**src/rtl/gsm7_dec_pkg.sv**
```systemverilog
`default_nettype none
// ----------------------------------------------------------------------------
// GSM 7-bit decoder package
// Beat types, result codes, the default and extension alphabets and the
// per-septet mapping function shared by the decoder modules.
// ----------------------------------------------------------------------------
package gsm7_dec_pkg;

  // Result kinds carried in the kind field of an output beat.
  typedef enum logic [1:0] {
    KIND_UTF8  = 2'd0,
    KIND_RUN   = 2'd1,
    KIND_END   = 2'd2,
    KIND_ABORT = 2'd3
  } kind_t;

  localparam logic [6:0] ESC_SEPTET  = 7'h1b;
  localparam logic [6:0] ZERO_SEPTET = 7'h00;
  localparam logic [6:0] EURO_SEPTET = 7'h65;

  // Longest '@' run the block will count before it gives up on the message.
  localparam int         MAX_ZERO_RUN = 1023;
  localparam logic [9:0] RUN_LIMIT    = 10'((MAX_ZERO_RUN < 1023) ? MAX_ZERO_RUN : 1023);

  // Results of one byte: two septets of up to three beats each, plus the end beat.
  localparam int LIST_DEPTH = 7;

  typedef struct packed {
    logic [7:0] packed_byte;
    logic       final_byte;
  } in_item_t;

  typedef struct packed {
    logic [1:0] kind;
    logic [7:0] utf8_byte;
    logic [9:0] at_run_length;
    logic       message_done;
  } out_item_t;

  // Result list handed from the decoder to the output stage.
  typedef struct packed {
    logic                        valid;
    logic [2:0]                  count;
    out_item_t [LIST_DEPTH-1:0]  items;
  } list_t;

  // What one septet produces and leaves behind.
  typedef struct packed {
    out_item_t [2:0] items;
    logic [1:0]      n;
    logic            esc;
    logic [9:0]      run;
    logic            abort;
  } septet_res_t;

  // Default alphabet. Entries above 8'hff are two UTF-8 bytes, lead byte high.
  localparam logic [15:0] DEF_MAP [128] = '{
    16'h0040, 16'hc2a3, 16'h0024, 16'hc2a5, 16'hc3a8, 16'hc3a9, 16'hc3b9, 16'hc3ac,
    16'hc3b2, 16'hc387, 16'h000a, 16'hc398, 16'hc3b8, 16'h000d, 16'hc385, 16'hc3a5,
    16'hce94, 16'h005f, 16'hcea6, 16'hce93, 16'hce9b, 16'hcea9, 16'hcea0, 16'hcea8,
    16'hcea3, 16'hce98, 16'hce9e, 16'h0000, 16'hc386, 16'hc3a6, 16'hc39f, 16'hc389,
    16'h0020, 16'h0021, 16'h0022, 16'h0023, 16'hc2a4, 16'h0025, 16'h0026, 16'h0027,
    16'h0028, 16'h0029, 16'h002a, 16'h002b, 16'h002c, 16'h002d, 16'h002e, 16'h002f,
    16'h0030, 16'h0031, 16'h0032, 16'h0033, 16'h0034, 16'h0035, 16'h0036, 16'h0037,
    16'h0038, 16'h0039, 16'h003a, 16'h003b, 16'h003c, 16'h003d, 16'h003e, 16'h003f,
    16'hc2a1, 16'h0041, 16'h0042, 16'h0043, 16'h0044, 16'h0045, 16'h0046, 16'h0047,
    16'h0048, 16'h0049, 16'h004a, 16'h004b, 16'h004c, 16'h004d, 16'h004e, 16'h004f,
    16'h0050, 16'h0051, 16'h0052, 16'h0053, 16'h0054, 16'h0055, 16'h0056, 16'h0057,
    16'h0058, 16'h0059, 16'h005a, 16'hc384, 16'hc396, 16'hc391, 16'hc39c, 16'hc2a7,
    16'hc2bf, 16'h0061, 16'h0062, 16'h0063, 16'h0064, 16'h0065, 16'h0066, 16'h0067,
    16'h0068, 16'h0069, 16'h006a, 16'h006b, 16'h006c, 16'h006d, 16'h006e, 16'h006f,
    16'h0070, 16'h0071, 16'h0072, 16'h0073, 16'h0074, 16'h0075, 16'h0076, 16'h0077,
    16'h0078, 16'h0079, 16'h007a, 16'hc3a4, 16'hc3b6, 16'hc3b1, 16'hc3bc, 16'hc3a0
  };

  // Extension alphabet for single-byte characters: bit 8 is the hit flag.
  function automatic logic [8:0] ext_lookup(input logic [6:0] s);
    logic [8:0] r;
    begin
      case (s)
        7'h0a:   r = {1'b1, 8'h0c};
        7'h14:   r = {1'b1, 8'h5e};
        7'h28:   r = {1'b1, 8'h7b};
        7'h29:   r = {1'b1, 8'h7d};
        7'h2f:   r = {1'b1, 8'h5c};
        7'h3c:   r = {1'b1, 8'h5b};
        7'h3d:   r = {1'b1, 8'h7e};
        7'h3e:   r = {1'b1, 8'h5d};
        7'h40:   r = {1'b1, 8'h7c};
        default: r = 9'h000;
      endcase
      return r;
    end
  endfunction

  function automatic out_item_t make_byte(input logic [7:0] b);
    out_item_t it;
    begin
      it           = '0;
      it.kind      = KIND_UTF8;
      it.utf8_byte = b;
      return it;
    end
  endfunction

  function automatic out_item_t make_run(input logic [9:0] r);
    out_item_t it;
    begin
      it               = '0;
      it.kind          = KIND_RUN;
      it.at_run_length = r;
      return it;
    end
  endfunction

  function automatic out_item_t make_close(input logic [1:0] k);
    out_item_t it;
    begin
      it              = '0;
      it.kind         = k;
      it.message_done = 1'b1;
      return it;
    end
  endfunction

  // Decode one septet given the pending escape and the open '@' run.
  function automatic septet_res_t map_septet(input logic [6:0] s, input logic esc,
                                             input logic [9:0] run);
    septet_res_t r;
    logic [8:0]  ext;
    logic [15:0] v;
    begin
      r     = '0;
      r.run = run;
      ext   = ext_lookup(s);
      v     = DEF_MAP[s];
      if (esc) begin
        // Second septet of an escape pair.
        if (s == EURO_SEPTET) begin
          r.items[0] = make_byte(8'he2);
          r.items[1] = make_byte(8'h82);
          r.items[2] = make_byte(8'hac);
          r.n        = 2'd3;
        end else if (ext[8]) begin
          r.items[0] = make_byte(ext[7:0]);
          r.n        = 2'd1;
        end else begin
          r.items[0] = make_close(KIND_ABORT);
          r.n        = 2'd1;
          r.abort    = 1'b1;
        end
      end else if (s == ZERO_SEPTET) begin
        // Extend the '@' run, or give up once it reaches the limit.
        if (run >= RUN_LIMIT) begin
          r.items[0] = make_close(KIND_ABORT);
          r.n        = 2'd1;
          r.abort    = 1'b1;
        end else begin
          r.run = run + 10'd1;
        end
      end else begin
        // Close any open run, then map through the default alphabet.
        r.run = '0;
        if (run != 10'd0) begin
          r.items[r.n] = make_run(run);
          r.n          = r.n + 2'd1;
        end
        if (s == ESC_SEPTET) begin
          r.esc = 1'b1;
        end else begin
          if (v[15:8] != 8'h00) begin
            r.items[r.n] = make_byte(v[15:8]);
            r.n          = r.n + 2'd1;
          end
          r.items[r.n] = make_byte(v[7:0]);
          r.n          = r.n + 2'd1;
        end
      end
      return r;
    end
  endfunction

endpackage
`default_nettype wire

```
**src/rtl/gsm7_dec_if.sv**
```systemverilog
`default_nettype none
// ----------------------------------------------------------------------------
// GSM 7-bit decoder stream interface
// Valid/ready channel carrying one payload beat; a beat moves when both are high.
// ----------------------------------------------------------------------------
interface gsm7_dec_if #(
  parameter type payload_t = logic
);
  logic     valid;
  logic     ready;
  payload_t payload;

  modport source (output valid, output payload, input ready);
  modport sink   (input valid, input payload, output ready);
endinterface
`default_nettype wire

```
**src/rtl/gsm7_dec_emit.sv**
```systemverilog
`default_nettype none
// ----------------------------------------------------------------------------
// GSM 7-bit decoder output stage
// Walks the registered result list, presenting one beat per cycle while ready.
// ----------------------------------------------------------------------------
module gsm7_dec_emit (
  input  logic                 clk,
  input  logic                 rst,
  input  gsm7_dec_pkg::list_t  results,
  output logic                 list_done,
  gsm7_dec_if.source           utf8_stream
);
  import gsm7_dec_pkg::*;

  logic [2:0] idx;
  logic       take;
  logic       at_last;

  assign utf8_stream.valid   = results.valid;
  assign utf8_stream.payload = results.items[idx];

  assign take      = results.valid && utf8_stream.ready;
  assign at_last   = (idx == (results.count - 3'd1));
  assign list_done = take && at_last;

  // Step through the list; wrap to the start when its last beat leaves.
  always_ff @(posedge clk) begin
    if (rst) begin
      idx <= '0;
    end else if (take) begin
      idx <= at_last ? 3'd0 : idx + 3'd1;
    end
  end

endmodule
`default_nettype wire

```
**src/flat_wrapper.sv**
```systemverilog
// flat-port wrapper written by rule: the top's interface ports become plain ports
module gsm7_dec_emit_flat import gsm7_dec_pkg::*;
  (clk, rst, results, list_done, utf8_stream_valid, utf8_stream_payload, utf8_stream_ready);
  gsm7_dec_if utf8_stream_i ();
  input  logic clk;
  input  logic rst;
  input  gsm7_dec_pkg::list_t results;
  output logic list_done;
  output wire logic [$bits(utf8_stream_i.valid)-1:0] utf8_stream_valid;
  output wire logic [$bits(utf8_stream_i.payload)-1:0] utf8_stream_payload;
  input wire logic [$bits(utf8_stream_i.ready)-1:0] utf8_stream_ready;
  assign utf8_stream_valid = utf8_stream_i.valid;
  assign utf8_stream_payload = utf8_stream_i.payload;
  assign utf8_stream_i.ready = utf8_stream_ready;
  gsm7_dec_emit u_core (.clk(clk), .rst(rst), .results(results), .list_done(list_done), .utf8_stream(utf8_stream_i));
endmodule
```
**config.mk**
```make
export PLATFORM = sky130hd
export DESIGN_NAME = gsm7_dec_emit_flat
export DESIGN_NICKNAME = d
export VERILOG_FILES = /design/src/rtl/gsm7_dec_pkg.sv /design/src/rtl/gsm7_dec_if.sv /design/src/rtl/gsm7_dec_emit.sv /design/src/flat_wrapper.sv
export SDC_FILE = /design/constraint.sdc
export NUM_CORES = 1
export LEC_CHECK = 0
export BUFFER_PORTS_ARGS = -buffer_cell sky130_fd_sc_hd__buf_2
export CAP_MARGIN = 20
export CORE_AREA = 3 3 59 61
export CTS_CLUSTER_DIAMETER = 150
export DETAILED_ROUTE_END_ITERATION = 8
export DIE_AREA = 0 0 62 64
export HOLD_SLACK_MARGIN = 0.1
export SLEW_MARGIN = 20
export SYNTH_ARGS = -nofsm -noshare
export SYNTH_HDL_FRONTEND = slang
export SYNTH_SLANG_ARGS = --single-unit
```
**constraint.sdc**
```tcl
create_clock -name clk -period 2.5 [get_ports clk]
set_input_delay 0.75 -clock clk [delete_from_list [all_inputs] [get_ports clk]]
set_output_delay 0.75 -clock clk [all_outputs]
set_load 0.05 [all_outputs]
```
==> results by group <==
Placement
  – Last weighted congestion value of the routability-driven placer: 0.6328
  – Port-buffer cells: 16
  – Post-DP Area: 421.7 um2
  – DP Wirelength: 673.3 um
  – Placed cell count: 87

Finish
  – Number of nets in the final layout: about 200
  – Regs by FF count: u_core.idx: 3 flops
  – Total inserted antenna cells: 0
  – Fin area: 516.7 um2
  – Register containing the most flip-flops in the final layout: u_core.idx
  – Number of flip-flops in the largest register: 3
  – Final standard cell count with taps included and fillers excluded: 92
  – Synth-to-layout area growth: 82.74%
  – Share of post-route cells with drive strength above 1: between 60% and 70%

GRT
  – Pin count of the biggest net entering global routing: 6
  – Via count of the first global-routing pass: 290
  – Highest-utilization routing layer at the global route stage: met2
  – Initial antenna violation count: 0
  – Met1 track demand over resource: 3.748%
  – GRT Resource Usage Total: ~4.7%
  – Remaining global-route overflow: 0
  – Wire length of the first global-routing pass: 1179 um
  – Met2 Track Usage GR: roughly 6.5%
  – Met3 demand-to-capacity share in global routing: 5.051%

Worst setup path
  – Worst-case reg-to-reg path depth: 5
  – Crit path max-delay family: buffers and inverters
  – Max stage delay on crit path: between 0.3 and 0.4 ns
  – Critical Path RT: roughly 1.8 ns
  – Endpoint type of the worst setup path: output port
  – Critical R2R Launch: u_core.idx[2]
  – Kind of start point of the critical path: input port
  – Most used cell, CP: buf_6
  – Number of buffers and inverters on the critical path: 3
  – Critical-path top delay cell: nor4_4
  – Data arrival time of the critical path: 1.77 ns
  – Flop-to-flop setup slack: 0.98 ns
  – Critical Path, Cell by Cell: buf_6 > inv_4 > ha_4 > xnor2_4 > nor4_4 > buf_6
  – Type of the worst setup path: in -> out
  – Endpoint of the lowest-slack register-to-register path: u_core.idx[1]
  – Critical path peak fanout: 2

Floorplanning
  – X dimension of the die: around 62 um
  – Total number of placement rows: 20
  – Core area: 3028 um2
  – Boundary Pins: roughly 160
  – Chip height: 64 um
  – Full die area: approximately 4000 um2
  – Initial cell density of the core: 9.339%

Route
  – Total via count in the routed design: 278
  – Wirelength per Cell: 9.163 um
  – DRC Markers: 0
  – Drt initial violations: 3
  – Ratio of routed vias to standard cells: 3.022
  – Total iterations of the first detailed-routing run: 6
  – Total wire length: about 840 um
  – Antenna-violating nets left: 0

STA
  – Clock skew after layout: roughly 0.00053 ns
  – FMAX: 397.4 MHz
  – Worst slew margin: 78.57%
  – Time the worst path needs with I/O delays and setup: roughly 2.5 ns
  – Unrepaired setup endpoints after global routing: yes
  – Count of endpoints failing hold in the final timing report: 0
  – Setup slack of the critical path after layout: -0.01605 ns
  – Final period util: 100.6%
  – Finish-stage setup viols: 1
  – Worst Max-Slew Pin Slew: between 0.3 and 0.4 ns
  – Final count of pins violating max slew: 0

Min path
  – Count of cells along the worst hold path: 2
  – Source of the worst hold timing path: u_core.idx[2]
  – WHS Endpoint: u_core.idx[2]
  – Worst hold path class: reg -> reg

Synth
  – Most area-hungry cell type in the Yosys netlist: dfxtp_1
  – Total nets after synthesis: 182
  – Number of distinct library cells after synthesis: 17
  – Synth Area per Inst: 10.88 um2
  – Synth top area share: between 20% and 30%
  – Portion of the post-synthesis area used by sequential elements: 21.24%
  – Post-Syn Instances: 26
  – Flops & latches, synth: 3
  – Largest cells by area after synthesis: dfxtp_1, ha_1, xor3_2
  – Cell Area, Synth: 282.8 um2
  – Number of warnings printed during yosys synthesis: 0

Clock tree
  – Clock tree buffer depth: 2
  – Source-to-sink clock delay at the later pin of the worst-skew pair: approximately 0.23 ns
  – CTS Sinks: 3
  – Clock tree from TritonCTS: yes
  – Root Driver: clkbuf_4
  – Inserted Clock Buffers: 3
  – Hold-fix buffers at CTS: 0
  – H-tree level count: 1
  – Clock slew at reported path FFs: 0.04 ns

Run status
  – Failing checks: negative setup slack
  – Outcome: complete, but fails checks

Pwr
  – Power consumption: 0.2180 mW
  – P per Cell Area: 421.9 nW/um2
  – Static Leak: 0.2234 nW
  – Worst voltage drop across the vdd grid: 0.09558 mV

Job
  – Number of max-cap violations: 0
stage by stage:
stage                     hold slack [ns]  TNS (ns)  util [%]  setup WS (ns)
after floorplan                    0.5448   -0.1921         -        -0.1921
after global placement             0.5787   -0.1944     13.93        -0.1650
after detailed placement           0.6053   -0.2164     13.93        -0.1879
after CTS                          0.6092  -0.01024     17.07       -0.01024
after global routing               0.6301  -0.06077     17.07       -0.06077
final                              0.6027  -0.01605     17.07       -0.01605
cell usage after synthesis:
cell and n:
dfxtp_1 3, nor3_1 3, ha_1 2, inv_1 2, mux2i_1 2, xnor2_1 2, xor2_1 2, buf_4 1
buf_6 1, mux2_2 1, mux4_2 1, nand2_1 1, nand3_1 1, nand3b_1 1, nor4_4 1, o21ai_0 1
xor3_2 1
worst register-to-register path, stage by stage (launching register included):
cell and delay [ns]:
dfxtp_1 0.41, xor3_2 0.49, nor4_4 0.20, buf_4 0.16, buf_4 0.11, nor3_1 0.05
cells in the final DEF, fill, tap and decap left out, types with 2 or more instances in the layout:
cell,count
mux2i_1,2
xor2_1,2
buf_4,4
buf_6,4
inv_4,2
buf_2,12
dfxtp_1,3
clkbuf_4,3
nor3_1,3
where the power goes:
group | total, mW | switching [mW] | internal, mW
sequential | 0.0531 | 0.00276 | 0.0504
combinational | 0.0777 | 0.0366 | 0.0411
clock | 0.0871 | 0.0272 | 0.0599
total | 0.218 | 0.0666 | 0.151
area by class of cell:
type                            instances  area (um2)
Timing Repair Buffer                   20       135.1
Tap cell                               44       55.05
Inverter                                2       12.51
Sequential cell                         3       60.06
Clock buffer                            4       26.28
Fill cell                             339        2511
Multi-Input combinational cell         19       227.7
how the worst max path moves through the flow:
| stage | start | to | slack [ns] | depth (start not counted) |
|---|---|---|---|---|
| after floorplan | results[147] | list_done | -0.19 | 4 |
| after global placement | results[147] | list_done | -0.16 | 6 |
| after detailed placement | results[147] | list_done | -0.19 | 6 |
| after CTS | results[148] | list_done | -0.01 | 6 |
| after global routing | results[148] | list_done | -0.06 | 6 |
| final | results[148] | list_done | -0.02 | 6 |
logic make-up (layout without fill, tap and decap cells):
family,after synthesis,in the layout,synth area share (%)
DFF,3,3,21.24
and+or+nand+nor,7,7,18.58
xor gates and xnor gates,5,5,21.24
muxes,4,4,19.03
AOI/OAI and AO/OA,1,1,1.768
adders and majority gates,2,2,8.848
buffers and inverters,4,26,9.294
metal layers:
layer	vias to the layer above	routed length, um
li1	135	-
met1	126	344
met2	15	384
met3	2	105
met4	0	8
met5	-	0
timing repair:
item | 4_1_cts | 5_1_grt
setup buffers | 1 | 0
gates resized for setup | 13 | 0
pin swaps | 3 | 1
setup endpoints to repair | 2 | 1
(Power assumes the default switching activity.)
