## src/rtl/gsm7_dec_pkg.sv

```systemverilog
`default_nettype none
// ----------------------------------------------------------------------------
// GSM 7-bit decoder package
// Beat types, result codes, the default and extension alphabets and the
// per-septet mapping function shared by the decoder modules.
// ----------------------------------------------------------------------------
package gsm7_dec_pkg;

  // Result kinds carried in the kind field of an output beat.
  typedef enum logic [1:0] {
    KIND_UTF8  = 2'd0,
    KIND_RUN   = 2'd1,
    KIND_END   = 2'd2,
    KIND_ABORT = 2'd3
  } kind_t;

  localparam logic [6:0] ESC_SEPTET  = 7'h1b;
  localparam logic [6:0] ZERO_SEPTET = 7'h00;
  localparam logic [6:0] EURO_SEPTET = 7'h65;

  // Longest '@' run the block will count before it gives up on the message.
  localparam int         MAX_ZERO_RUN = 1023;
  localparam logic [9:0] RUN_LIMIT    = 10'((MAX_ZERO_RUN < 1023) ? MAX_ZERO_RUN : 1023);

  // Results of one byte: two septets of up to three beats each, plus the end beat.
  localparam int LIST_DEPTH = 7;

  typedef struct packed {
    logic [7:0] packed_byte;
    logic       final_byte;
  } in_item_t;

  typedef struct packed {
    logic [1:0] kind;
    logic [7:0] utf8_byte;
    logic [9:0] at_run_length;
    logic       message_done;
  } out_item_t;

  // Result list handed from the decoder to the output stage.
  typedef struct packed {
    logic                        valid;
    logic [2:0]                  count;
    out_item_t [LIST_DEPTH-1:0]  items;
  } list_t;

  // What one septet produces and leaves behind.
  typedef struct packed {
    out_item_t [2:0] items;
    logic [1:0]      n;
    logic            esc;
    logic [9:0]      run;
    logic            abort;
  } septet_res_t;

  // Default alphabet. Entries above 8'hff are two UTF-8 bytes, lead byte high.
  localparam logic [15:0] DEF_MAP [128] = '{
    16'h0040, 16'hc2a3, 16'h0024, 16'hc2a5, 16'hc3a8, 16'hc3a9, 16'hc3b9, 16'hc3ac,
    16'hc3b2, 16'hc387, 16'h000a, 16'hc398, 16'hc3b8, 16'h000d, 16'hc385, 16'hc3a5,
    16'hce94, 16'h005f, 16'hcea6, 16'hce93, 16'hce9b, 16'hcea9, 16'hcea0, 16'hcea8,
    16'hcea3, 16'hce98, 16'hce9e, 16'h0000, 16'hc386, 16'hc3a6, 16'hc39f, 16'hc389,
    16'h0020, 16'h0021, 16'h0022, 16'h0023, 16'hc2a4, 16'h0025, 16'h0026, 16'h0027,
    16'h0028, 16'h0029, 16'h002a, 16'h002b, 16'h002c, 16'h002d, 16'h002e, 16'h002f,
    16'h0030, 16'h0031, 16'h0032, 16'h0033, 16'h0034, 16'h0035, 16'h0036, 16'h0037,
    16'h0038, 16'h0039, 16'h003a, 16'h003b, 16'h003c, 16'h003d, 16'h003e, 16'h003f,
    16'hc2a1, 16'h0041, 16'h0042, 16'h0043, 16'h0044, 16'h0045, 16'h0046, 16'h0047,
    16'h0048, 16'h0049, 16'h004a, 16'h004b, 16'h004c, 16'h004d, 16'h004e, 16'h004f,
    16'h0050, 16'h0051, 16'h0052, 16'h0053, 16'h0054, 16'h0055, 16'h0056, 16'h0057,
    16'h0058, 16'h0059, 16'h005a, 16'hc384, 16'hc396, 16'hc391, 16'hc39c, 16'hc2a7,
    16'hc2bf, 16'h0061, 16'h0062, 16'h0063, 16'h0064, 16'h0065, 16'h0066, 16'h0067,
    16'h0068, 16'h0069, 16'h006a, 16'h006b, 16'h006c, 16'h006d, 16'h006e, 16'h006f,
    16'h0070, 16'h0071, 16'h0072, 16'h0073, 16'h0074, 16'h0075, 16'h0076, 16'h0077,
    16'h0078, 16'h0079, 16'h007a, 16'hc3a4, 16'hc3b6, 16'hc3b1, 16'hc3bc, 16'hc3a0
  };

  // Extension alphabet for single-byte characters: bit 8 is the hit flag.
  function automatic logic [8:0] ext_lookup(input logic [6:0] s);
    logic [8:0] r;
    begin
      case (s)
        7'h0a:   r = {1'b1, 8'h0c};
        7'h14:   r = {1'b1, 8'h5e};
        7'h28:   r = {1'b1, 8'h7b};
        7'h29:   r = {1'b1, 8'h7d};
        7'h2f:   r = {1'b1, 8'h5c};
        7'h3c:   r = {1'b1, 8'h5b};
        7'h3d:   r = {1'b1, 8'h7e};
        7'h3e:   r = {1'b1, 8'h5d};
        7'h40:   r = {1'b1, 8'h7c};
        default: r = 9'h000;
      endcase
      return r;
    end
  endfunction

  function automatic out_item_t make_byte(input logic [7:0] b);
    out_item_t it;
    begin
      it           = '0;
      it.kind      = KIND_UTF8;
      it.utf8_byte = b;
      return it;
    end
  endfunction

  function automatic out_item_t make_run(input logic [9:0] r);
    out_item_t it;
    begin
      it               = '0;
      it.kind          = KIND_RUN;
      it.at_run_length = r;
      return it;
    end
  endfunction

  function automatic out_item_t make_close(input logic [1:0] k);
    out_item_t it;
    begin
      it              = '0;
      it.kind         = k;
      it.message_done = 1'b1;
      return it;
    end
  endfunction

  // Decode one septet given the pending escape and the open '@' run.
  function automatic septet_res_t map_septet(input logic [6:0] s, input logic esc,
                                             input logic [9:0] run);
    septet_res_t r;
    logic [8:0]  ext;
    logic [15:0] v;
    begin
      r     = '0;
      r.run = run;
      ext   = ext_lookup(s);
      v     = DEF_MAP[s];
      if (esc) begin
        // Second septet of an escape pair.
        if (s == EURO_SEPTET) begin
          r.items[0] = make_byte(8'he2);
          r.items[1] = make_byte(8'h82);
          r.items[2] = make_byte(8'hac);
          r.n        = 2'd3;
        end else if (ext[8]) begin
          r.items[0] = make_byte(ext[7:0]);
          r.n        = 2'd1;
        end else begin
          r.items[0] = make_close(KIND_ABORT);
          r.n        = 2'd1;
          r.abort    = 1'b1;
        end
      end else if (s == ZERO_SEPTET) begin
        // Extend the '@' run, or give up once it reaches the limit.
        if (run >= RUN_LIMIT) begin
          r.items[0] = make_close(KIND_ABORT);
          r.n        = 2'd1;
          r.abort    = 1'b1;
        end else begin
          r.run = run + 10'd1;
        end
      end else begin
        // Close any open run, then map through the default alphabet.
        r.run = '0;
        if (run != 10'd0) begin
          r.items[r.n] = make_run(run);
          r.n          = r.n + 2'd1;
        end
        if (s == ESC_SEPTET) begin
          r.esc = 1'b1;
        end else begin
          if (v[15:8] != 8'h00) begin
            r.items[r.n] = make_byte(v[15:8]);
            r.n          = r.n + 2'd1;
          end
          r.items[r.n] = make_byte(v[7:0]);
          r.n          = r.n + 2'd1;
        end
      end
      return r;
    end
  endfunction

endpackage
`default_nettype wire

```

## src/rtl/gsm7_dec_if.sv

```systemverilog
`default_nettype none
// ----------------------------------------------------------------------------
// GSM 7-bit decoder stream interface
// Valid/ready channel carrying one payload beat; a beat moves when both are high.
// ----------------------------------------------------------------------------
interface gsm7_dec_if #(
  parameter type payload_t = logic
);
  logic     valid;
  logic     ready;
  payload_t payload;

  modport source (output valid, output payload, input ready);
  modport sink   (input valid, input payload, output ready);
endinterface
`default_nettype wire

```

## src/rtl/gsm7_dec_unpack.sv

```systemverilog
`default_nettype none
// ----------------------------------------------------------------------------
// GSM 7-bit decoder unpack stage
// Registers one packed byte, splits it into septets, maps them to result
// beats and loads the result list register for the output stage.
// ----------------------------------------------------------------------------
module gsm7_dec_unpack (
  input  logic                 clk,
  input  logic                 rst,
  gsm7_dec_if.sink             packed_stream,
  input  logic                 list_done,
  output gsm7_dec_pkg::list_t  results
);
  import gsm7_dec_pkg::*;

  // Input register.
  logic        in_valid;
  in_item_t    in_item;

  // Decoder state carried between bytes.
  logic [5:0]  leftover_bits;
  logic [2:0]  leftover_count;
  logic        escape_pending;
  logic [9:0]  zero_run_count;
  logic        discarding;

  logic [5:0]  leftover_bits_next;
  logic [2:0]  leftover_count_next;
  logic        escape_pending_next;
  logic [9:0]  zero_run_count_next;
  logic        discarding_next;

  logic [13:0] acc;
  logic        two_septets;
  septet_res_t r0;
  septet_res_t r1;
  logic        use_second;
  logic        abort_any;
  logic        esc_after;
  logic [9:0]  run_after;

  out_item_t [LIST_DEPTH-1:0] list_items;
  logic [2:0]  list_count;
  logic        load;

  // Split the byte against the leftover bits; a full 14 bits gives two septets.
  assign acc         = 14'(leftover_bits) | (14'(in_item.packed_byte) << leftover_count);
  assign two_septets = (leftover_count == 3'd6);
  assign r0          = map_septet(acc[6:0], escape_pending, zero_run_count);
  assign r1          = map_septet(acc[13:7], r0.esc, r0.run);
  assign use_second  = two_septets && !r0.abort;
  assign abort_any   = r0.abort || (use_second && r1.abort);
  assign esc_after   = use_second ? r1.esc : r0.esc;
  assign run_after   = use_second ? r1.run : r0.run;

  // Pack the beats of both septets and the closing beat into one list.
  always_comb begin
    list_items = '0;
    list_count = '0;
    if (!discarding) begin
      for (int k = 0; k < 3; k++) begin
        if (k < int'(r0.n)) begin
          list_items[list_count] = r0.items[k];
          list_count             = list_count + 3'd1;
        end
      end
      if (use_second) begin
        for (int k = 0; k < 3; k++) begin
          if (k < int'(r1.n)) begin
            list_items[list_count] = r1.items[k];
            list_count             = list_count + 3'd1;
          end
        end
      end
      if (in_item.final_byte && !abort_any) begin
        list_items[list_count] = make_close(esc_after ? KIND_ABORT : KIND_END);
        list_count             = list_count + 3'd1;
      end
    end
  end

  // Next decoder state; the final byte returns everything to reset.
  always_comb begin
    leftover_bits_next  = leftover_bits;
    leftover_count_next = leftover_count;
    escape_pending_next = escape_pending;
    zero_run_count_next = zero_run_count;
    discarding_next     = discarding;
    if (in_item.final_byte) begin
      leftover_bits_next  = '0;
      leftover_count_next = '0;
      escape_pending_next = 1'b0;
      zero_run_count_next = '0;
      discarding_next     = 1'b0;
    end else if (!discarding) begin
      leftover_bits_next  = two_septets ? 6'd0 : acc[12:7];
      leftover_count_next = two_septets ? 3'd0 : leftover_count + 3'd1;
      escape_pending_next = esc_after;
      zero_run_count_next = run_after;
      discarding_next     = abort_any;
    end
  end

  // A byte moves on when it has no beats or the list register frees up.
  assign load = in_valid && ((list_count == 3'd0) || !results.valid || list_done);
  assign packed_stream.ready = !in_valid || load;

  // Input register.
  always_ff @(posedge clk) begin
    if (rst) begin
      in_valid <= 1'b0;
    end else if (packed_stream.ready) begin
      in_valid <= packed_stream.valid;
    end
  end

  always_ff @(posedge clk) begin
    if (packed_stream.ready && packed_stream.valid) begin
      in_item <= packed_stream.payload;
    end
  end

  // Decoder state.
  always_ff @(posedge clk) begin
    if (rst) begin
      leftover_bits  <= '0;
      leftover_count <= '0;
      escape_pending <= 1'b0;
      zero_run_count <= '0;
      discarding     <= 1'b0;
    end else if (load) begin
      leftover_bits  <= leftover_bits_next;
      leftover_count <= leftover_count_next;
      escape_pending <= escape_pending_next;
      zero_run_count <= zero_run_count_next;
      discarding     <= discarding_next;
    end
  end

  // Result list register; only the valid flag is reset.
  always_ff @(posedge clk) begin
    if (rst) begin
      results.valid <= 1'b0;
    end else if (load && (list_count != 3'd0)) begin
      results.valid <= 1'b1;
    end else if (list_done) begin
      results.valid <= 1'b0;
    end
    if (load && (list_count != 3'd0)) begin
      results.count <= list_count;
      results.items <= list_items;
    end
  end

endmodule
`default_nettype wire

```

## src/flat_wrapper.sv

```systemverilog
// flat-port wrapper written by rule: the top's interface ports become plain ports
module gsm7_dec_unpack_flat import gsm7_dec_pkg::*;
  (clk, rst, list_done, results, packed_stream_valid, packed_stream_payload, packed_stream_ready);
  gsm7_dec_if packed_stream_i ();
  input  logic clk;
  input  logic rst;
  input  logic list_done;
  output gsm7_dec_pkg::list_t results;
  input wire logic [$bits(packed_stream_i.valid)-1:0] packed_stream_valid;
  input wire logic [$bits(packed_stream_i.payload)-1:0] packed_stream_payload;
  output wire logic [$bits(packed_stream_i.ready)-1:0] packed_stream_ready;
  assign packed_stream_i.valid = packed_stream_valid;
  assign packed_stream_i.payload = packed_stream_payload;
  assign packed_stream_ready = packed_stream_i.ready;
  gsm7_dec_unpack u_core (.clk(clk), .rst(rst), .packed_stream(packed_stream_i), .list_done(list_done), .results(results));
endmodule
```

## config.mk

```make
export PLATFORM = sky130hd
export DESIGN_NAME = gsm7_dec_unpack_flat
export DESIGN_NICKNAME = d
export VERILOG_FILES = /design/src/rtl/gsm7_dec_pkg.sv /design/src/rtl/gsm7_dec_if.sv /design/src/rtl/gsm7_dec_unpack.sv /design/src/flat_wrapper.sv
export SDC_FILE = /design/constraint.sdc
export NUM_CORES = 1
export LEC_CHECK = 0
export BUFFER_PORTS_ARGS = -buffer_cell sky130_fd_sc_hd__buf_2
export CORE_ASPECT_RATIO = 0.5
export CORE_MARGIN = 4
export CORE_UTILIZATION = 25
export DETAILED_ROUTE_END_ITERATION = 12
export GPL_ROUTABILITY_DRIVEN = 0
export HOLD_SLACK_MARGIN = 0.05
export PLACE_DENSITY = 0.61
export SETUP_SLACK_MARGIN = 0.1
export SLEW_MARGIN = 20
export SYNTH_ARGS = -nofsm -noshare
export SYNTH_HDL_FRONTEND = slang
export SYNTH_SLANG_ARGS = --single-unit
```

## constraint.sdc

```tcl
create_clock -name clk -period 7.95 [get_ports clk]
set_input_delay 0.3975 -clock clk [delete_from_list [all_inputs] [get_ports clk]]
set_output_delay 0.3975 -clock clk [all_outputs]
set_load 0.1 [all_outputs]
```

==> results of run 1 <==
==> metal layers <==
layer	global-route usage [%]	vias up	part of all wire [%]
met3	0.8115	6	9.0
met5	0	-	0
li1	-	1088	-
met1	10.04	1023	44
met2	11.95	144	46
met4	1.252	0	0.94
==> registers in the layout, indices dropped and copies added (netlist names) <==
signal and flops:
u_core.leftover_count 3, u_core.in_valid 1, u_core.in_item 1, u_core.results 10
u_core.discarding 1, u_core.zero_run_count 10
==> power groups by stage <==
stage | Clock, mW | Combinational, mW | Sequential (mW)
after detailed placement | 0 | 0.318 | 0.148
after CTS | 0.150 | 0.318 | 0.145
after floorplan | 0 | 0.354 | 0.161
after global routing | 0.157 | 0.326 | 0.146
final | 0.146 | 0.321 | 0.145
after global placement | 0 | 0.318 | 0.148
==> cell families (layout without fill, tap and decap cells) <==
group           count (synthesis)  count (layout)  share of synthesized area [%]
xor+xnor                        5               5                          1.378
compound gates                 74              74                          17.76
flops                          26              26                          19.54
other cells                     1             137                         0.1180
fa+ha+maj                       5               5                          1.969
simple gates                   99              99                          17.25
buf+inv                       165              31                          37.46
mux                            13              13                          4.529
==> cell usage in the layout (no fill, tap or decap), types with 5 or more instances in the layout <==
master	synthesis	routed
conb_1	1	137
nand2_1	28	28
buf_2	3	19
nor2_1	18	18
a21oi_1	16	16
dfxtp_1	16	16
o21ai_0	12	12
mux2i_1	10	10
edfxtp_1	10	10
nand3_1	9	9
inv_1	6	6
and3_1	5	5
nand4_1	5	5
o211ai_1	5	5
ha_1	5	5
==> per-stage QoR <==
stage          util, %  area [sq um]
2_1_floorplan        -          3687
3_3_place_gp     23.34          2829
3_5_place_dp     23.34          2829
4_1_cts          24.21          2934
5_1_grt          24.21          2934
6_report         24.21          2934
==> how the worst min path moves through the flow <==
stage,from,end,slack [ns]
finish,packed_stream_payload,u_core.in_item[0],0.31
CTS,packed_stream_payload,u_core.in_item[0],0.31
global placement,u_core.leftover_count[1],u_core.leftover_count[1],0.53
global route,packed_stream_payload,u_core.in_item[0],0.30
detailed placement,u_core.leftover_count[1],u_core.leftover_count[1],0.54
floorplan,packed_stream_payload,u_core.in_item[0],0.50
==> final cells by class <==
type,instances,area [sq um]
Clock buffer,3,75.07
Clock inverter,1,30.03
Fill cell,1307,9188
Inverter,8,30.03
Multi-Input combinational cell,333,1877
Sequential cell,26,620.6
Tap cell,165,206.4
Timing Repair Buffer,19,95.09
==> worst reg2reg max path: stages (launching register included) <==
cell,delay (ns)
dfxtp_1,0.67
ha_1,0.56
and4_1,0.37
nand3_1,0.45
inv_2,0.33
nand2_1,0.16
nand2_1,0.15
ha_1,0.24
o31ai_1,0.13
nor3_2,0.25
inv_2,0.14
ha_1,0.41
a21oi_1,0.10
ha_1,0.31
nor2_1,0.04
nand3_1,0.09
mux2i_2,0.14
o311ai_2,0.89
mux2_4,0.35
==> summary.md, run 1 <==
The flow ran to the end, and the final reports show no timing, DRC or antenna violations. The transition time at the pin with the least slew margin works out to 1.054 ns. The largest individual stage delay along the critical path comes from the cell dfxtp_1. Cells with a size suffix above 1 make up 11.03% of the layout. For this run, the register share of the synthesized area comes to 19.54%. The count of cell instances traversed by the critical path was 18; the number of port buffers was 19.

Dividing the detail-routed wire length by the instance count gives 10.89 um. The critical path is of the reg2out type. After the first detailed-routing iteration, the DRC count stood at 243. Walking the worst path, the cells encountered are ha_1 > and4_1 > nand3_1 > inv_2 > nand2_1 > nand2_1 > ha_1 > o31ai_1 > nor3_2 > inv_2 > ha_1 > a21oi_1 > ha_1 > nor2_1 > nand3_1 > mux2i_2 > or3_1 > buf_2.

The number of antenna diodes in the final layout is 0. The data arrival at the endpoint of the critical path came out at 5.77 ns. The worst register-to-register path ends at u_core.zero_run_count[8]. Once the clock tree was built, the resizer swapped 0 gates to a different size. After global routing the overflow that remains totals 0. The net switching power of the design was 362.3 uW.

Setup repair after global routing left no endpoint under its margin. Internal power comes to 249.6 uW. The DRC violation count after routing is 0.

The die is 87.71 um tall. The origin of the worst setup path was u_core.zero_run_count[0]. After technology mapping, the gate count stands at 388. Yosys instantiated no cell more often than buf_4.

The average footprint of a synthesized cell was 8.188 sq um. The tools report the type of element launching the critical path as a register. The logs give 1.781 ns for the least setup slack across all paths after layout and 0 for the buffer count from post-CTS setup fixing. Counting flops and latches in the post-synthesis netlist gives 26. In this run, the clock network consumes 23.9% of the power. The longest clock path from root to sink contains 2 buffers.

For this run, the post-layout net count is 401. The initial standard-cell utilization of the core was 26.21%. The floorplan has 28 rows.

For the worst slew slack as a fraction of its limit, the log shows 29.60%. For the final routed database, the setup TNS stands at 0 ns. The analysis attributes to cell leakage a power of 1.246 nW. TritonCTS built the clock tree. Hold is met by 0.3116 ns.

The setup violation total in the final timing report is 0. The die outline area is 14,680 sq um, and the fraction of the cycle the final worst path needs is 77.59%. In this design, the largest share of critical-path delay is due to simple AND/OR/NAND/NOR gates. The critical path ends at packed_stream_ready. For the level count of the clock H-tree, the log shows 1. For the count of unique library cells instantiated by Yosys, the log shows 67. The root buffer cell chosen for the clock tree is clkbuf_16. Final-report max-slew violation count: 0.

The tools report the endpoint type of the worst setup path as a primary output. The number of I/O pins was 157; the power per cell area was 208.5 nW/um^2. After legalization and detailed placement, the total HPWL measured 4756 um.

Summing over every cut layer, the via total after detailed routing is 2,261. The initial antenna violation count came out at 0. The tools report the number of hold violations in the final report as 0. For this run, the detailed router's first-pass iteration total came to 7. TritonCTS created 3 clock buffers. After synthesis, the most frequently instantiated cells are 145 x buf_4, 28 x nand2_1, 18 x nor2_1, 16 x a21oi_1, 16 x dfxtp_1. For this design, the CTS-stage hold fixing added 0 buffers. For the finished layout, the period the worst path requires is 6.169 ns. The synthesized area came out at 3177 sq um. By area the synthesized netlist is led by buf_4 34%, dfxtp_1 10%, edfxtp_1 9.5%, nand2_1 3.3%, mux2i_1 3.2%. The peak per-stage delay on the critical path was 0.67 ns; the global-route wire length before repair was 8914 um. The via count of the first global-routing pass came out at 1,798. The primary flip-flop cell chosen by synthesis mapping was dfxtp_1.

For the worst-skew pair, the clock arrives at the later sink with an insertion delay of 0.26 ns. The worst slack at placement was 2.254 ns. The design draws 611.9 uW. Of the total power, combinational logic draws 52.4%. The most repeated library cell on the critical path was ha_1.

The worst-case IR drop observed on VDD is 0.06997 mV. The share of flip-flops with an asynchronous set or reset after synthesis is 0%. Clock-pin slew was measured on the worst setup and hold paths at 0.07 ns.

After synthesis, the largest area contributor takes up 34.27% of total cell area. Once detail routing completed, the nets flagged for antenna violations numbered 0. Counting both buffers and inverters, the worst setup path holds a total of 3. The cell count of the worst hold path came out at 1. Across the run, the number of max-cap violations was 0.

Of all nets on the critical path, the largest fanout is 14. For the worst flop-to-flop path, the logic depth is 18. The run gives 2.04 ns as the register-to-register setup slack. The tools report the fraction of power consumed by sequential logic as 23.7%.

The core region is 12,120 sq um. The run gives 6045 um as the routed wire length. Entering global routing, the biggest net connects 16 pins. The run gives 7.101% as the global-route total usage across every layer.

STA puts the critical path data required time at 7.55 ns. The path type of the worst min-delay path is in2reg. Excluding fillers, the count of instances in the completed layout stands at 555.

Yosys mapped a number of flops with a built-in enable equal to 10. Static timing analysis puts the maximum clock frequency at 162.1 MHz. The area growth from synthesis to layout is -7.641%.

The detailed-route vias per instance is 4.074. In this run, placement finished with an instance count of 551. The proportion of total power due to net switching was 59.21%. Number of sinks driven by the clock tree: 26. The startpoint of the most critical register-to-register path was u_core.zero_run_count[0].

For this run, the number of Yosys warnings is 0. For the worst clock skew, the log shows 0.003762 ns. The die is 167.4 um wide. The cell type with the highest aggregate area in the netlist is buf_4.
Note: power is estimated with default switching activity, not from simulation.
==> run 2, diff against run 1 <==
PLACE_DENSITY = 0.63   (was 0.61)
clock period = 5.34 ns   (was 7.95 ns; I/O delays follow)
==> summary.md, run 2 (synthesized netlist as in run 1, its figures left out) <==
The run gives 558 (was 555) as the filler-free cell count of the finished design. The tools report the die outline area as 14,680 sq um (unchanged). Setup repair after global routing left no endpoint under its margin.

For this run, the top clock speed supported by timing is 207.2 MHz. The run gives 44.59% (was 29.60%) as the worst slew slack as a fraction of its limit. The detailed-route vias per instance works out to 4.057 (was 4.074).

The maximum fanout along the worst path was 13 (was 14); the setup violation total in the final timing report was 0 (unchanged). TritonCTS built the clock tree. For the number of vias after detailed routing, the log shows 2,264 (was 2,261). Global route total overflow: 0 (unchanged). The core region area was 12,120 sq um (unchanged). The fraction of the cycle the final worst path needs is 90.40%.

Final core utilization: 24.30% (was 24.21%). Least setup slack across all paths after layout: 0.5128 ns (was 1.781 ns). Type of element launching the critical path: a register (unchanged). The logs give 0 (unchanged) for the buffer count from post-CTS setup fixing and 15 (was 16) for the pin count of the biggest net entering global routing.

The global-route wire length before repair came out at 8804 um (was 8914 um). The tools report the routed wire length as 6021 um (was 6045 um). The horizontal die dimension came out at 167.4 um (unchanged).

The filler cell count in the final layout is 1,328 (was 1,307), and the number of port buffers is 19 (unchanged). The antenna diode count was 0 (unchanged). The run finished with clean final reports.

The most common cell after layout, fill and taps aside is conb_1 (unchanged). The ratio of cells with drive above 1 in the final layout came out at 11.45% (was 11.03%). The die outline height was 87.71 um (unchanged). The number of I/O pins is 157 (unchanged).

Largest registers: u_core.results: 10 flops, u_core.zero_run_count: 10 flops, u_core.leftover_count: 3 flops (unchanged). The worst path needs 4.827 ns of the cycle, external delays included. The tools report the clock root buffer master as clkbuf_16 (unchanged).

The area added between synthesis and finish came out at -7.286% (was -7.641%). The tools report the endpoint type of the worst setup path as a primary output (unchanged). Required time of the critical path: 5.07 ns (was 7.55 ns). The run gives 28 (unchanged) as the row count. Critical path class: reg2out (unchanged). The tools report the data arrival at the endpoint of the critical path as 4.56 ns (was 5.77 ns). The worst-skew pair later-pin latency was 0.26 ns (about the same); the initial DRC count was 100 (was 243). The worst clock skew came out at 0.003719 ns (was 0.003762 ns).

The number of sinks driven by the clock tree was 26 (unchanged). The transition time at the pin with the least slew margin is 0.8298 ns (was 1.054 ns). The count of antenna-violating nets left after detailed routing is 0 (unchanged), and the worst slack at placement is 0.5942 ns (was 2.254 ns). The clock slew at the register clock pins of the worst setup and hold paths was 0.06 ns (was 0.07 ns).

The post-route setup TNS is 0 ns (unchanged). The hold buffer count at cts is 0 (unchanged), and the level count of the clock H-tree is 1 (unchanged). The final-report max-slew violation count is 0 (unchanged).

The count of cells resized by post-cts repair was 0 (unchanged). The initial standard-cell utilization of the core is 26.21% (unchanged). The number of hold violations in the final report is 0 (unchanged). The wire length per cell after detailed routing was 10.79 um (was 10.89 um).

Top library cells by usage in the layout, fill and taps aside: 137 x conb_1, 28 x nand2_1, 18 x nor2_1, 18 x buf_2 (was 137 x conb_1, 28 x nand2_1, 19 x buf_2). The path type of the worst min-delay path is in2reg (unchanged). The via count of the first global-routing pass is 1,834 (was 1,798), and the largest buffer count on any clock path is 2 (unchanged). The DRC violation count after routing is 0 (unchanged). The run gives 0 (unchanged) as the max-capacitance violation count. The logs give 0 (unchanged) for the initial antenna violation count and 3 (unchanged) for the number of buffers created by CTS. The tools report the count of nets after finishing as 404 (was 401). For the first-pass iteration count of the detailed router, the log shows 4 (was 7). Power per cell area: 292.6 nW/um^2 (was 208.5 nW/um^2).

The logs give 554 (was 551) for the post-placement cell count and 0.1104 mV (was 0.06997 mV) for the highest ir drop seen on vdd. The tools report the final HPWL from detailed placement as 4856 um (was 4756 um). The global-route total usage across every layer is 7.019% (was 7.101%). The run gives 1.256 nW (was 1.246 nW) as the leakage power summed over all cells.
## run 2: path summary, 6_finish.rpt
path,startpoint,end,slack (ns),cells past startpoint
worst max-delay path,u_core.zero_run_count[0],packed_stream_ready,0.51,18
worst min-delay path,packed_stream_payload,u_core.in_item[0],0.18,1
worst max register to register,u_core.zero_run_count[0],u_core.zero_run_count[5],0.53,19
worst min register to register,u_core.leftover_count[1],u_core.leftover_count[1],0.55,1
## run 2: cell type report
class / instances / area [sq um] / share of cell area (%)
clock buffers: 3 / 75.07 / 2.549
flip-flops and latches: 26 / 620.6 / 21.07
well taps: 165 / 206.4 / 7.009
clock inverters: 1 / 3.754 / 0.1274
inverters: 8 / 30.03 / 1.020
multi-input cells: 333 / 1877 / 63.72
repair buffers: 22 / 132.6 / 4.503
## run 2: routing by layer
metal / up-vias / track usage [%] / share of wire (%)
li1: 1098 / - / -
met1: 1041 / 8.893 / 40
met2: 115 / 12.53 / 50
met3: 10 / 1.127 / 8.8
met4: 0 / 2.062 / 1.2
met5: - / 0 / 0
## run 2: where the power goes
group / switching (mW) / internal (mW) / leakage (nW) / total, mW
clock: 0.0666 / 0.100 / 0.0385 / 0.167
sequential: 0.00599 / 0.210 / 0.211 / 0.216
combinational: 0.466 / 0.0127 / 1.01 / 0.478
total: 0.538 / 0.323 / 1.26 / 0.862
## run 2: critical path, stage by stage, from the launching register on
cell and delay (ns):
dfxtp_1 0.64, ha_1 0.25, and4_1 0.29, nand3_1 0.14, inv_2 0.16, nand2_1 0.14, nand2_1 0.15, ha_1 0.23
o31ai_1 0.12, nor3_2 0.23, inv_2 0.13, ha_1 0.40, a21oi_1 0.09, ha_1 0.32, nor2_1 0.09, nand3_1 0.09
mux2i_2 0.36, or3_1 0.25, buf_12 0.19
## run 2: per-stage QoR
step                hold WS, ns  power [mW]  cell area, sq um
floorplan                0.3659      0.7660              3687
global placement         0.4452      0.6952              2867
detailed placement       0.4498      0.6959              2867
CTS                      0.1788      0.8622              2945
global route             0.1726      0.8841              2945
finish                   0.1786      0.8617              2945
==> run 3, diff against run 2 <==
--- a/config.mk
+++ b/config.mk
@@ -10,4 +10,5 @@
 export CORE_MARGIN = 4
 export CORE_UTILIZATION = 25
+export CTS_BUF_LIST = sky130_fd_sc_hd__clkbuf_16
 export DETAILED_ROUTE_END_ITERATION = 12
 export GPL_ROUTABILITY_DRIVEN = 0
==> constraint.sdc (replaced) <==
create_clock -name clk -period 5.34 [get_ports clk]
set_input_delay 0.267 -clock clk [delete_from_list [all_inputs] [get_ports clk]]
set_output_delay 0.267 -clock clk [all_outputs]
set_load 0.05 [all_outputs]
==> summary.md, run 3 (synthesized netlist as in run 1, its figures left out) <==
Kind of cell adding the most delay to the critical path: simple AND/OR/NAND/NOR gates (unchanged). The leakage power summed over all cells came out at 1.262 nW (was 1.256 nW). Most repeated library cell on the critical path: ha_1 (unchanged). The wire length per cell after detailed routing came out at 11.10 um (was 10.79 um).

Largest buffer count on any clock path: 2 (unchanged). For the die outline area, the log shows 14,680 sq um (unchanged). The transition time at the pin with the least slew margin came out at 0.7574 ns (was 0.8298 ns). The logs give 16 (was 15) for the pin count of the biggest net entering global routing and 1,990 (was 1,834) for the via count of the first global-routing pass. The logs give 1 (unchanged) for the level count of the clock H-tree and 0 (unchanged) for the final-report max-slew violation count. For the hold slack, the log shows 0.1802 ns (was 0.1786 ns). TritonCTS built the clock tree.

The tools report the number of buffers created by CTS as 3 (unchanged). The endpoint type of the worst setup path is a primary output (unchanged). The power per cell area came out at 232.8 nW/um^2 (was 292.6 nW/um^2).

The number of I/O pins is 157 (unchanged), and the max-capacitance violation count is 0 (unchanged). The fraction of the cycle the final worst path needs works out to 89.45% (was 90.40%). The path type of the worst min-delay path was in2reg (unchanged).

Setup repair after global routing left no endpoint under its margin. For the number of vias after detailed routing, the log shows 2,322 (was 2,264). The run finished with clean final reports. Worst-skew pair later-pin latency: 0.26 ns (about the same). The logs give 0.80 ns (was 0.53 ns) for the register-to-register setup slack and 4871 um (was 4856 um) for the final HPWL from detailed placement. Top library cells by usage in the layout, fill and taps aside: 137 x conb_1, 28 x nand2_1, 19 x buf_2 (was 137 x conb_1, 28 x nand2_1, 18 x nor2_1, 18 x buf_2). The logs give 0 (unchanged) for the initial antenna violation count and 0.004001 ns (was 0.003719 ns) for the worst clock skew.

The tools report the highest ir drop seen on vdd as 0.1172 mV (was 0.1104 mV). The tools report the clock root buffer master as clkbuf_16 (unchanged). Filler-free cell count of the finished design: 558 (unchanged). The clock slew at the register clock pins of the worst setup and hold paths is 0.06 ns (about the same). Buffer count from post-CTS setup fixing: 0 (unchanged). The post-route setup TNS is 0 ns (unchanged). The tools report the data arrival at the endpoint of the critical path as 4.51 ns (was 4.56 ns). The maximum fanout along the worst path came out at 11 (was 13).

Cell breakdown of the critical path: ha_1 > and4_1 > nand3_1 > inv_2 > nand2_1 > nand2_1 > ha_1 > o31ai_1 > nor3_2 > inv_2 > ha_1 > a21oi_1 > ha_1 > nor2_1 > nand3_1 > mux2i_2 > buf_4 > or3_1 > buf_2 (was ha_1 > and4_1 > nand3_1 > inv_2 > nand2_1 > nand2_1 > ha_1 > o31ai_1 > nor3_2 > inv_2 > ha_1 > a21oi_1 > ha_1 > nor2_1 > nand3_1 > mux2i_2 > or3_1 > buf_12). The count of buffer and inverter cells on the critical path was 4 (was 3); the detailed-route vias per instance was 4.161 (was 4.057). The launch point of the worst hold path was packed_stream_payload (unchanged). The tools report the type of element launching the critical path as a register (unchanged). The area added between synthesis and finish is -6.499% (was -7.286%). The core region area is 12,120 sq um (unchanged), and the horizontal die dimension is 167.4 um (unchanged). The startpoint of the most critical register-to-register path was u_core.zero_run_count[1] (was u_core.zero_run_count[0]). For the least setup slack across all paths after layout, the log shows 0.5636 ns (was 0.5128 ns). The logs give 4 (unchanged) for the first-pass iteration count of the detailed router and 554 (unchanged) for the post-placement cell count.

Required time of the critical path: 5.07 ns (about the same). The die outline height was 87.71 um (unchanged). Endpoint of the most critical register-to-register path: u_core.results[147] (was u_core.zero_run_count[5]).

The worst slew slack as a fraction of its limit was 49.38% (was 44.59%); the cell count of the worst hold path was 1 (unchanged). Critical path class: reg2out (unchanged). The number of port buffers was 19 (unchanged); the count of nets after finishing was 404 (unchanged). The logs give 209.4 MHz (was 207.2 MHz) for the maximum clock frequency and 24.50% (was 24.30%) for the final core utilization. Depth of the worst register-to-register path: 19 (unchanged). The most common cell after layout, fill and taps aside is conb_1 (unchanged). The DRC violation count after routing was 0 (unchanged).

The routed wire length was 6194 um (was 6021 um). The number of sinks driven by the clock tree is 26 (unchanged), and the global-route wire length before repair is 9397 um (was 8804 um). The tools report the terminating pin of the worst hold path as u_core.in_item[0] (unchanged). The tools report the initial standard-cell utilization of the core as 26.21% (unchanged). The initial DRC count was 183 (was 100).

The row count is 28 (unchanged), and the post-route minimum period is 4.776 ns (was 4.827 ns). The ratio of cells with drive above 1 in the final layout works out to 12.21% (was 11.45%). The number of hold violations in the final report was 0 (unchanged). Largest registers: u_core.results: 10 flops, u_core.zero_run_count: 10 flops, u_core.leftover_count: 3 flops (unchanged).

The peak per-stage delay on the critical path was 0.53 ns (was 0.64 ns); the setup violation total in the final timing report was 0 (unchanged). The tools report the antenna diode count as 0 (unchanged). The highest-delay cell along the critical path is dfxtp_1 (unchanged). The global-route total usage across every layer came out at 7.308% (was 7.019%). Count of antenna-violating nets left after detailed routing: 0 (unchanged). The global route total overflow is 0 (unchanged). The worst slack at placement is 0.4271 ns (was 0.5942 ns).
[run 3: worst reg2reg max path, cell delays in order (launching register included)]
cell     delay [ns]
dfxtp_1        0.53
ha_1           0.24
and4_1         0.30
nand3_1        0.14
inv_2          0.17
nand2_1        0.15
nand2_1        0.14
ha_1           0.23
o31ai_1        0.12
nor3_2         0.22
inv_2          0.13
ha_1           0.41
a21oi_1        0.10
ha_1           0.31
nor2_1         0.04
nand3_1        0.09
mux2i_2        0.10
buf_4          0.19
or2_1          0.23
nor2_2         0.35
[run 3: worst max path at each step]
stage	start	endpoint	slack, ns	cells after the start
after floorplan	u_core.zero_run_count[1]	u_core.in_item[0]	0.75	20
after global placement	u_core.zero_run_count[0]	u_core.zero_run_count[8]	0.62	18
after detailed placement	u_core.zero_run_count[0]	u_core.zero_run_count[3]	0.43	18
after CTS	u_core.zero_run_count[0]	u_core.zero_run_count[3]	0.42	18
after global routing	u_core.zero_run_count[1]	packed_stream_ready	0.12	19
final	u_core.zero_run_count[1]	packed_stream_ready	0.56	19
[run 3: power breakdown]
group          total [mW]  switching [mW]  internal, mW
clock               0.219          0.0698         0.149
combinational       0.256           0.243        0.0131
sequential          0.217         0.00626         0.210
total               0.692           0.319         0.373
[run 3: what timing repair did]
action	in CTS	in global routing
hold buffers	0	0
setup endpoints to repair	0	10
gates resized for setup	0	2
[run 3: layer usage]
metal	vias to the layer above	wire length, um	track usage (%)
met2	144	3146	13.81
met3	4	607	0.9468
met1	1077	2405	9.159
met5	-	0	0
met4	0	34	1.252
li1	1097	-	-
[run 3: final cells by class]
| class | instances | area [sq um] |
|---|---|---|
| fillers | 1329 | 9151 |
| clock inverters | 1 | 30.03 |
| flip-flops and latches | 26 | 621.8 |
| repair buffers | 22 | 117.6 |
| well taps | 165 | 206.4 |
| clock buffers | 3 | 75.07 |
| multi-input cells | 333 | 1889 |
| inverters | 8 | 30.03 |
[run 3: stage by stage]
step	cell area, sq um	total power [mW]
after floorplan	3687	0.5431
after global placement	2851	0.4723
after detailed placement	2851	0.4728
after CTS	2957	0.6880
after global routing	2970	0.7102
final	2970	0.6916
